--- src/rtl/bmr_pkg.sv ---
`timescale 1ns / 1ps
`default_nettype none
// ----------------------------------------------------------------------------
// bmr_pkg
// Shared types and constants of the bit matrix row engine: command and
// status codes, controller states and the controller to datapath bundles.
// ----------------------------------------------------------------------------
package bmr_pkg;

   localparam int BMR_MAX_ROWS  = 64;
   localparam int BMR_ROW_WORDS = 4;

   localparam int REQ_TDATA_W = 104;
   localparam int RSP_TDATA_W = 80;
   localparam int CSR_DATA_W  = 9;

   typedef enum logic [2:0] {
      CMD_WRITE = 3'd0,
      CMD_READ  = 3'd1,
      CMD_XOR   = 3'd2,
      CMD_SWAP  = 3'd3,
      CMD_POP   = 3'd4,
      CMD_OR    = 3'd5
   } bmr_code_type;

   typedef enum logic [1:0] {
      STS_OK   = 2'd0,
      STS_ROW  = 2'd1,
      STS_SEG  = 2'd2,
      STS_WORD = 2'd3
   } bmr_status_type;

   typedef enum logic {
      CSR_ROWS_IN_USE = 1'b0,
      CSR_COLS_IN_USE = 1'b1
   } bmr_csr_type;

   typedef enum logic [2:0] {
      OP_NONE,
      OP_WRITE,
      OP_READ,
      OP_XOR,
      OP_SWAP,
      OP_POP,
      OP_OR1,
      OP_OR2
   } bmr_op_type;

   typedef enum logic [1:0] {
      WSEL_CNT,
      WSEL_INDEX,
      WSEL_DST,
      WSEL_DST1
   } bmr_wsel_type;

   typedef enum logic [2:0] {
      WD_ZERO,
      WD_MASKED,
      WD_XOR,
      WD_RDATA,
      WD_TMP,
      WD_OR_LO,
      WD_OR_HI
   } bmr_wdata_type;

   typedef enum logic [4:0] {
      ST_CLEAR,
      ST_IDLE,
      ST_DECODE,
      ST_WRITE,
      ST_READ,
      ST_XOR_RB,
      ST_XOR_RA,
      ST_XOR_WR,
      ST_SWAP_RA,
      ST_SWAP_RB,
      ST_SWAP_WA,
      ST_SWAP_WB,
      ST_POP_RD,
      ST_POP_ACC,
      ST_OR_RD1,
      ST_OR_WR1,
      ST_OR_RD2,
      ST_OR_WR2,
      ST_FINISH
   } bmr_state_type;

   typedef struct packed {
      logic          clear_step;
      logic          capture;
      logic          mem_en;
      logic          mem_we;
      logic          row_sel_b;
      bmr_wsel_type  wsel;
      bmr_wdata_type wdata_sel;
      logic          tmp_load;
      logic          cnt_inc;
      logic          acc_add;
      logic          load_result;
   } bmr_cmd_type;

   typedef struct packed {
      bmr_op_type op;
      logic       clear_done;
      logic       cnt_last_row;
      logic       cnt_last_used;
      logic       out_busy;
   } bmr_sts_type;

endpackage
`default_nettype wire

--- src/rtl/bmr_controller.sv ---
`timescale 1ns / 1ps
`default_nettype none
// ----------------------------------------------------------------------------
// bmr_controller
// Sequencer of the bit matrix row engine: runs the clearing pass, takes
// one item at a time and steps the datapath through its memory accesses.
// ----------------------------------------------------------------------------
module bmr_controller import bmr_pkg::*; (
   input  wire logic        clock,
   input  wire logic        reset,
   input  wire logic        req_tvalid,
   output logic             req_tready,
   output bmr_cmd_type      cmd,
   input  wire bmr_sts_type sts
);

   bmr_state_type state_ff;
   bmr_state_type state_in;

   always_ff @(posedge clock) begin
      if (reset) begin
         state_ff <= ST_CLEAR;
      end else begin
         state_ff <= state_in;
      end
   end

   always_comb begin
      state_in = state_ff;
      unique case (state_ff)
         ST_CLEAR:   if (sts.clear_done) state_in = ST_IDLE;
         ST_IDLE:    if (req_tvalid) state_in = ST_DECODE;
         ST_DECODE: begin
            unique case (sts.op)
               OP_NONE:        state_in = ST_FINISH;
               OP_WRITE:       state_in = ST_WRITE;
               OP_READ:        state_in = ST_READ;
               OP_XOR:         state_in = ST_XOR_RB;
               OP_SWAP:        state_in = ST_SWAP_RA;
               OP_POP:         state_in = ST_POP_RD;
               OP_OR1, OP_OR2: state_in = ST_OR_RD1;
               default:        state_in = ST_FINISH;
            endcase
         end
         ST_WRITE:   state_in = ST_FINISH;
         ST_READ:    state_in = ST_FINISH;
         ST_XOR_RB:  state_in = ST_XOR_RA;
         ST_XOR_RA:  state_in = ST_XOR_WR;
         ST_XOR_WR:  state_in = sts.cnt_last_row ? ST_FINISH : ST_XOR_RB;
         ST_SWAP_RA: state_in = ST_SWAP_RB;
         ST_SWAP_RB: state_in = ST_SWAP_WA;
         ST_SWAP_WA: state_in = ST_SWAP_WB;
         ST_SWAP_WB: state_in = sts.cnt_last_row ? ST_FINISH : ST_SWAP_RA;
         ST_POP_RD:  state_in = ST_POP_ACC;
         ST_POP_ACC: state_in = sts.cnt_last_used ? ST_FINISH : ST_POP_RD;
         ST_OR_RD1:  state_in = ST_OR_WR1;
         ST_OR_WR1:  state_in = (sts.op == OP_OR2) ? ST_OR_RD2 : ST_FINISH;
         ST_OR_RD2:  state_in = ST_OR_WR2;
         ST_OR_WR2:  state_in = ST_FINISH;
         ST_FINISH:  if (!sts.out_busy) state_in = ST_IDLE;
         default:    state_in = ST_CLEAR;
      endcase
   end

   always_comb begin
      cmd        = '0;
      req_tready = 1'b0;
      unique case (state_ff)
         ST_CLEAR: begin
            cmd.clear_step = 1'b1;
            cmd.mem_en     = 1'b1;
            cmd.mem_we     = 1'b1;
            cmd.wdata_sel  = WD_ZERO;
         end
         ST_IDLE: begin
            req_tready  = 1'b1;
            cmd.capture = req_tvalid;
         end
         ST_WRITE: begin
            cmd.mem_en    = 1'b1;
            cmd.mem_we    = 1'b1;
            cmd.wsel      = WSEL_INDEX;
            cmd.wdata_sel = WD_MASKED;
         end
         ST_READ: begin
            cmd.mem_en = 1'b1;
            cmd.wsel   = WSEL_INDEX;
         end
         ST_XOR_RB: begin
            cmd.mem_en    = 1'b1;
            cmd.row_sel_b = 1'b1;
            cmd.wsel      = WSEL_CNT;
         end
         ST_XOR_RA: begin
            cmd.mem_en   = 1'b1;
            cmd.wsel     = WSEL_CNT;
            cmd.tmp_load = 1'b1;
         end
         ST_XOR_WR: begin
            cmd.mem_en    = 1'b1;
            cmd.mem_we    = 1'b1;
            cmd.wsel      = WSEL_CNT;
            cmd.wdata_sel = WD_XOR;
            cmd.cnt_inc   = !sts.cnt_last_row;
         end
         ST_SWAP_RA: begin
            cmd.mem_en = 1'b1;
            cmd.wsel   = WSEL_CNT;
         end
         ST_SWAP_RB: begin
            cmd.mem_en    = 1'b1;
            cmd.row_sel_b = 1'b1;
            cmd.wsel      = WSEL_CNT;
            cmd.tmp_load  = 1'b1;
         end
         ST_SWAP_WA: begin
            cmd.mem_en    = 1'b1;
            cmd.mem_we    = 1'b1;
            cmd.wsel      = WSEL_CNT;
            cmd.wdata_sel = WD_RDATA;
         end
         ST_SWAP_WB: begin
            cmd.mem_en    = 1'b1;
            cmd.mem_we    = 1'b1;
            cmd.row_sel_b = 1'b1;
            cmd.wsel      = WSEL_CNT;
            cmd.wdata_sel = WD_TMP;
            cmd.cnt_inc   = !sts.cnt_last_row;
         end
         ST_POP_RD: begin
            cmd.mem_en = 1'b1;
            cmd.wsel   = WSEL_CNT;
         end
         ST_POP_ACC: begin
            cmd.acc_add = 1'b1;
            cmd.cnt_inc = !sts.cnt_last_used;
         end
         ST_OR_RD1: begin
            cmd.mem_en = 1'b1;
            cmd.wsel   = WSEL_DST;
         end
         ST_OR_WR1: begin
            cmd.mem_en    = 1'b1;
            cmd.mem_we    = 1'b1;
            cmd.wsel      = WSEL_DST;
            cmd.wdata_sel = WD_OR_LO;
         end
         ST_OR_RD2: begin
            cmd.mem_en = 1'b1;
            cmd.wsel   = WSEL_DST1;
         end
         ST_OR_WR2: begin
            cmd.mem_en    = 1'b1;
            cmd.mem_we    = 1'b1;
            cmd.wsel      = WSEL_DST1;
            cmd.wdata_sel = WD_OR_HI;
         end
         ST_FINISH: begin
            cmd.load_result = !sts.out_busy;
         end
         default: begin
            cmd = '0;
         end
      endcase
   end

   a_result_fits: assert property (@(posedge clock) disable iff (reset)
      cmd.load_result |-> !sts.out_busy)
      else $error("result loaded while the output register is still full");

   a_no_item_in_clear: assert property (@(posedge clock) disable iff (reset)
      (state_ff == ST_CLEAR) |-> (!req_tready && !cmd.capture))
      else $error("item taken during the clearing pass");

   a_second_or_word: assert property (@(posedge clock) disable iff (reset)
      (state_ff == ST_OR_RD2) |-> (sts.op == OP_OR2))
      else $error("carry word accessed without a carry");

   a_pop_planned: assert property (@(posedge clock) disable iff (reset)
      (state_ff == ST_POP_ACC) |=> ((state_ff == ST_FINISH) || (sts.op == OP_POP)))
      else $error("popcount loop running for another command");

endmodule
`default_nettype wire

--- config.mk ---
export PLATFORM = sky130hd
export DESIGN_NAME = bmr_controller
export DESIGN_NICKNAME = d
export VERILOG_FILES = /design/src/rtl/bmr_pkg.sv /design/src/rtl/bmr_controller.sv
export SDC_FILE = /design/constraint.sdc
export NUM_CORES = 1
export LEC_CHECK = 0
export ABC_AREA = 1
export ABC_CLOCK_PERIOD_IN_PS = 1660
export BUFFER_PORTS_ARGS = -buffer_cell sky130_fd_sc_hd__clkbuf_2
export CORE_MARGIN = 2
export CORE_UTILIZATION = 49
export DETAILED_ROUTE_END_ITERATION = 8
export PLACE_DENSITY = 0.8
export SYNTH_ARGS = -nofsm -noshare
export SYNTH_HDL_FRONTEND = slang
export SYNTH_SLANG_ARGS = --single-unit
--- constraint.sdc ---
create_clock -name clock -period 1.66 [get_ports clock]
set_clock_uncertainty 0.15 [all_clocks]
set_input_delay 0.332 -clock clock [delete_from_list [all_inputs] [get_ports clock]]
set_output_delay 0.332 -clock clock [all_outputs]
set_load 0.02 [all_outputs]
==> impl_metrics.sql, run 1 <==
INSERT INTO impl_metrics (metric_group, metric, value, unit) VALUES
('floorplanning', 'start_util', '54.3', '%'),
('clock_network', 'cts_inserted_buffers', '3', ''),
('run_status', 'tool.error', '[ERROR DPL-0038] Utilization greater than 100%, impossible to legalize', ''),
('placement', 'post-place-ws', '-0.169', 'ns'),
('yosys', 'area_fraction_in_compound_gates_after_synthesis', '7.94', '%'),
('clock_network', 'clock_sinks', '5', ''),
('placement', 'dp.final_hpwl', '2400', 'µm'),
('clock_network', 'post-cts-setup-buffers', '12', ''),
('floorplanning', 'die_h', '42.5', 'µm'),
('yosys', 'synth_top_family_by_area', 'simple AND/OR/NAND/NOR gates', ''),
('yosys', 'synth_area', '724', 'µm²'),
('clock_network', 'clock_path_buffers', '2', ''),
('placement', 'place.port_buffers', '24', ''),
('placement', 'dp.cells', '207', ''),
('yosys', 'flip_flop_and_latch_count_after_synthesis', '5', ''),
('yosys', 'post_synthesis_mux_area_share', '0', '%'),
('clock_network', 'postCtsHoldBufs', '0', ''),
('yosys', 'synth_xor_area_share', '0', '%'),
('yosys', 'synth_simple_gate_area_share', '65.3', '%'),
('yosys', 'yosys_warnings', '0', ''),
('run_status', 'run_status', 'stopped before the end', ''),
('yosys', 'netlist_instances', '134', ''),
('run_status', 'failed_stage', 'clock tree synthesis', ''),
('floorplanning', 'die_x', '42.5', 'µm'),
('floorplanning', 'floorplan.io_pins', '25', ''),
('placement', 'gp_congestion', '0.964', ''),
('floorplanning', 'placement_rows', '13', ''),
('placement', 'total_placed_instance_area', '1130', 'µm²'),
('yosys', 'synthesis.area_per_instance', '5.41', 'µm²'),
('clock_network', 'post_cts_resized', '64', ''),
('yosys', 'seq_area_frac_synth', '13.8', '%'),
('yosys', 'synth_adder_area_share', '0', '%'),
('clock_network', 'root_buffer', 'sky130_fd_sc_hd__clkbuf_4', ''),
('yosys', 'postSynthNetCount', '144', ''),
('yosys', 'synth_cell_type_count', '22', ''),
('clock_network', 'h-tree-depth', '1', '');
==> Yosys cell counts <==
master                      n  share of area (%)
sky130_fd_sc_hd__a211oi_1   1                1.0
sky130_fd_sc_hd__a21oi_1    2                1.4
sky130_fd_sc_hd__a31oi_1    2                1.7
sky130_fd_sc_hd__and3_1     1               0.86
sky130_fd_sc_hd__buf_4      2                2.1
sky130_fd_sc_hd__buf_6      1                1.6
sky130_fd_sc_hd__dfxtp_1    5                 14
sky130_fd_sc_hd__inv_1     13                6.7
sky130_fd_sc_hd__inv_2      5                2.6
sky130_fd_sc_hd__nand2_1   31                 16
sky130_fd_sc_hd__nand2_2    2                1.7
sky130_fd_sc_hd__nand3_1   22                 15
sky130_fd_sc_hd__nand3_2    3                4.1
sky130_fd_sc_hd__nand3b_1   1                1.0
sky130_fd_sc_hd__nand4_1    3                2.6
sky130_fd_sc_hd__nor2_1    24                 12
sky130_fd_sc_hd__nor2_2     4                3.5
sky130_fd_sc_hd__nor2_4     3                4.7
sky130_fd_sc_hd__nor3_1     3                2.1
sky130_fd_sc_hd__nor3b_1    1                1.0
sky130_fd_sc_hd__o21ai_0    4                2.8
sky130_fd_sc_hd__o21bai_1   1                1.0
==> through the flow <==
step,hold slack [ns],util (%)
2_1_floorplan,0.251,-
3_3_place_gp,0.404,85.0
3_5_place_dp,0.412,85.0
==> cells by family after synthesis <==
kind of cell	after synthesis
buf+inv	21
compound gates	10
flops	5
simple gates	98
==> run 2: changes to the inputs <==
--- a/config.mk
+++ b/config.mk
@@ -8,10 +8,10 @@
 export ABC_AREA = 1
 export ABC_CLOCK_PERIOD_IN_PS = 1660
 export BUFFER_PORTS_ARGS = -buffer_cell sky130_fd_sc_hd__clkbuf_2
-export CORE_MARGIN = 2
-export CORE_UTILIZATION = 49
+export CORE_AREA = 2 2 63 65
 export DETAILED_ROUTE_END_ITERATION = 8
-export PLACE_DENSITY = 0.8
+export DIE_AREA = 0 0 65 67
+export PLACE_DENSITY_LB_ADDON = 0.15
 export SYNTH_ARGS = -nofsm -noshare
 export SYNTH_HDL_FRONTEND = slang
 export SYNTH_SLANG_ARGS = --single-unit
==> impl_metrics.sql, run 2 <==
INSERT INTO impl_metrics (metric_group, metric, value, unit) VALUES
('run_status', 'run_status', 'finished with violations', ''),
('run_status', 'failed_checks', 'negative setup slack', ''),
('flow_run', 'cap_violations', '0', ''),
('critical_path', 'critical-path-slowest-cell', 'sky130_fd_sc_hd__dfxtp_4', ''),
('route', 'ant_nets', '0', ''),
('finish', 'n_fill_cell', '379', ''),
('yosys', 'yosys_warnings', '0', ''),
('sta', 'tightestPinTransition', '0.253', 'ns'),
('yosys', 'synthesis.area_per_instance', '5.41', 'µm²'),
('power_and_ir_drop', 'worst_ir_drop_vdd', '0.712', 'mV'),
('floorplanning', 'start_util', '20.1', '%'),
('route', 'routed_len_inst', '11.7', 'µm'),
('critical_path', 'setup.worst_path.end_class', 'output port', ''),
('yosys', 'synth.top_cells.by_area', 'sky130_fd_sc_hd__nand2_1 16%, sky130_fd_sc_hd__nand3_1 15%, sky130_fd_sc_hd__dfxtp_1 14%', ''),
('route', 'routed_wl', '2930', 'µm'),
('yosys', 'yosysTopAreaCell', 'sky130_fd_sc_hd__nand2_1', ''),
('clock_network', 'root_buffer', 'sky130_fd_sc_hd__clkbuf_8', ''),
('yosys', 'area_fraction_in_compound_gates_after_synthesis', '7.94', '%'),
('sta', 'hold_viol_final', '0', ''),
('finish', 'most-common-layout-cells', '40 x sky130_fd_sc_hd__buf_4, 24 x sky130_fd_sc_hd__nand2_1, 18 x sky130_fd_sc_hd__nand3_1, 15 x sky130_fd_sc_hd__nor2_1, 13 x sky130_fd_sc_hd__clkbuf_2', ''),
('placement', 'gp_congestion', '0.877', ''),
('finish', 'layout.cells.most_common', 'sky130_fd_sc_hd__buf_4', ''),
('yosys', 'synth_simple_gate_area_share', '65.3', '%'),
('sta', 'maximum_achievable_frequency', '0.506', 'GHz'),
('yosys', 'postSynthNetCount', '144', ''),
('clock_network', 'tritoncts', 'yes', ''),
('critical_path', 'ff2ff_setup_slack', '-0.03', 'ns'),
('floorplanning', 'placement_rows', '22', ''),
('route', 'vias_per_cell', '4.46', ''),
('clock_network', 'worst_skew_pair_later_pin_latency', '0.22', 'ns'),
('yosys', 'post_synthesis_mux_area_share', '0', '%'),
('sta', 'maxSlewViolCount', '0', ''),
('yosys', 'dominant_synthesized_flop_cell', 'sky130_fd_sc_hd__dfxtp_1', ''),
('critical_path', 'reg2reg_to', 'state_ff[0]', ''),
('sta', 'timing.hold.ws', '0.191', 'ns'),
('critical_path', 'kind_of_launch_point_of_the_worst_setup_path', 'flop', ''),
('finish', 'registers.top_by_ff_count', 'state_ff', ''),
('clock_network', 'h-tree-depth', '1', ''),
('grt', 'initial_antenna_violation_count', '0', ''),
('critical_path', 'cp_data_arrival_time', '1.50', 'ns'),
('placement', 'dp.cells', '242', ''),
('yosys', 'ys_async_sr_fraction', '0', '%'),
('grt', 'grt_max_degree', '8', ''),
('yosys', 'number_of_flops_mapped_to_enable_cells_by_yosys', '0', ''),
('critical_path', 'cp_cell_sequence', 'buf_6 > nor3_2 > nand2_2 > nand3_4 > nor3b_4 > nand3_1 > clkbuf_8', ''),
('power_and_ir_drop', 'pwr_density_cell', '1190', 'nW/µm²'),
('grt', 'first_global_vias', '1103', ''),
('finish', 'final_antenna_diode_count', '0', ''),
('yosys', 'yosys.cell_count.top_type', 'sky130_fd_sc_hd__nand2_1', ''),
('yosys', 'synth_top_cells_by_count', '31 x sky130_fd_sc_hd__nand2_1, 24 x sky130_fd_sc_hd__nor2_1, 22 x sky130_fd_sc_hd__nand3_1', ''),
('yosys', 'synth_top_family_by_area', 'simple AND/OR/NAND/NOR gates', ''),
('critical_path', 'worstPathRequired', '1.18', 'ns'),
('sta', 'relSlewSlack', '83.1', '%'),
('clock_network', 'clk_pin_slew_worst_paths', '0.04', 'ns'),
('power_and_ir_drop', 'p_leak', '0.805', 'nW'),
('floorplanning', 'die_h', '67', 'µm'),
('yosys', 'synth_cell_type_count', '22', ''),
('yosys', 'synth_adder_area_share', '0', '%'),
('yosys', 'synth_area', '724', 'µm²'),
('critical_path', 'rr_startpoint', 'state_ff[2]', ''),
('floorplanning', 'dieArea', '4360', 'µm²'),
('sta', 'setup-tns-final', '-2.89', 'ns'),
('route', 'via_count', '1116', ''),
('clock_network', 'clock_path_buffers', '2', ''),
('finish', 'post-route-util', '41.2', '%'),
('sta', 'timing.final.crit_period', '1.98', 'ns'),
('route', 'detailedRoute.firstPassIterationCount', '5', ''),
('sta', 'final_count_of_negative_setup_slack_endpoints', '17', ''),
('critical_path', 'timing.critical_path.buf_inv', '2', ''),
('critical_path', 'r2r.worst_path.cells', '11', ''),
('sta', 'final.setup.worst_slack', '-0.317', 'ns'),
('placement', 'dp.final_hpwl', '2460', 'µm'),
('power_and_ir_drop', 'design_power_total', '1.76', 'mW'),
('finish', 'area_delta_synth_final', '105', '%'),
('critical_path', 'critical_path_peak_fanout', '4', ''),
('hold_path', 'holdCritStartpoint', 'reset', ''),
('finish', 'finalNonFillerCells', '250', ''),
('yosys', 'synth_xor_area_share', '0', '%'),
('clock_network', 'postCtsHoldBufs', '0', ''),
('critical_path', 'worst-setup-path-type', 'reg -> out', ''),
('grt', 'grt_first_pass_wirelength', '4770', 'µm'),
('hold_path', 'min_path_cells', '2', ''),
('yosys', 'top_area_cell_type_share_of_the_netlist_area', '16.1', '%'),
('floorplanning', 'floorplan.io_pins', '25', ''),
('hold_path', 'min_path_type', 'in -> reg', ''),
('floorplanning', 'core_region_area', '3610', 'µm²'),
('critical_path', 'worst_path_dominant_cell_family', 'simple AND/OR/NAND/NOR gates', ''),
('hold_path', 'min_delay_worst_endpoint', 'state_ff[0]', ''),
('grt', 'gr-usage-all-layers', '14.2', '%'),
('sta', 'setup_repair_after_global_routing_missed_its_margin', 'true', ''),
('route', 'drcViolationCount', '0', ''),
('grt', 'grt-ovfl-total', '0', ''),
('finish', 'largest_register_ffs', '5', ''),
('placement', 'place.port_buffers', '24', ''),
('clock_network', 'cts_inserted_buffers', '3', ''),
('yosys', 'netlist_instances', '134', ''),
('clock_network', 'clock_sinks', '5', ''),
('yosys', 'seq_area_frac_synth', '13.8', '%'),
('route', 'initialDrtViolationCount', '51', ''),
('yosys', 'flip_flop_and_latch_count_after_synthesis', '5', ''),
('sta', 'period_share', '119', '%'),
('finish', 'layout-drive-gt1-share', '58.4', '%'),
('finish', 'fin_nets', '213', ''),
('finish', 'biggestRegsByFlops', 'state_ff x5', ''),
('floorplanning', 'die_x', '65', 'µm'),
('critical_path', 'timing.critical_path.slowest_cell_delay', '0.37', 'ns');
-- run 2: cell type report --
class,count,area (µm²),share of cell area [%]
clock buffers,4,45.0,3.03
well taps,48,60.1,4.04
inverters,18,75.1,5.05
flip-flops and latches,5,114,7.67
multi-input cells,108,678,45.7
repair buffers,67,513,34.5
-- run 2: report_power, final --
group / switching, mW / internal (mW) / leakage (nW) / total (mW)
combinational: 0.718 / 0.591 / 0.738 / 1.31
sequential: 0.0654 / 0.164 / 0.0438 / 0.230
clock: 0.0570 / 0.165 / 0.0228 / 0.222
total: 0.841 / 0.920 / 0.805 / 1.76
-- run 2: logic make-up (layout without fill, tap and decap cells) --
logic type             after synthesis  count (layout)
AOI/OAI and AO/OA                   10              10
buffers and inverters               21              89
and+or+nand+nor                     98              98
DFF                                  5               5
-- run 2: routing by layer --
metal | part of all wire (%) | global-route usage (%)
met5 | 0 | 0
met4 | 0 | 2.66
met3 | 4.6 | 1.86
met2 | 51 | 26.9
met1 | 44 | 17.0
-- run 2: worst max path at each step --
stage / from / endpoint / cells past startpoint
after floorplan: state_ff[2] / cmd[11] / 7
after global placement: state_ff[3] / cmd[11] / 8
after detailed placement: state_ff[2] / cmd[11] / 8
after CTS: state_ff[2] / cmd[11] / 8
after global routing: state_ff[2] / cmd[11] / 8
final: state_ff[4] / cmd[11] / 7
-- run 2: what timing repair did --
item                                    4_1_cts  5_1_grt
endpoints found under the setup margin       18       19
gates resized for setup                      47       25
buffers inserted                              2        3
pin swaps                                    10       11
-- run 2: per-stage QoR --
stage                     setup WS, ns  cell area, µm²
after global routing            -0.349            1490
after detailed placement        -0.140            1190
after floorplan                -0.0326             743
after CTS                       -0.313            1400
after global placement          -0.165            1190
final                           -0.317            1490
-- run 2: worst reg2reg max path, delay by kind of cell, from the launching register on --
family          cells  cell delay (ns)
simple gates        6             0.58
buf+inv             4             0.45
flops               1             0.35
compound gates      1             0.05
No activity file was read; power rests on OpenSTA's default activity.
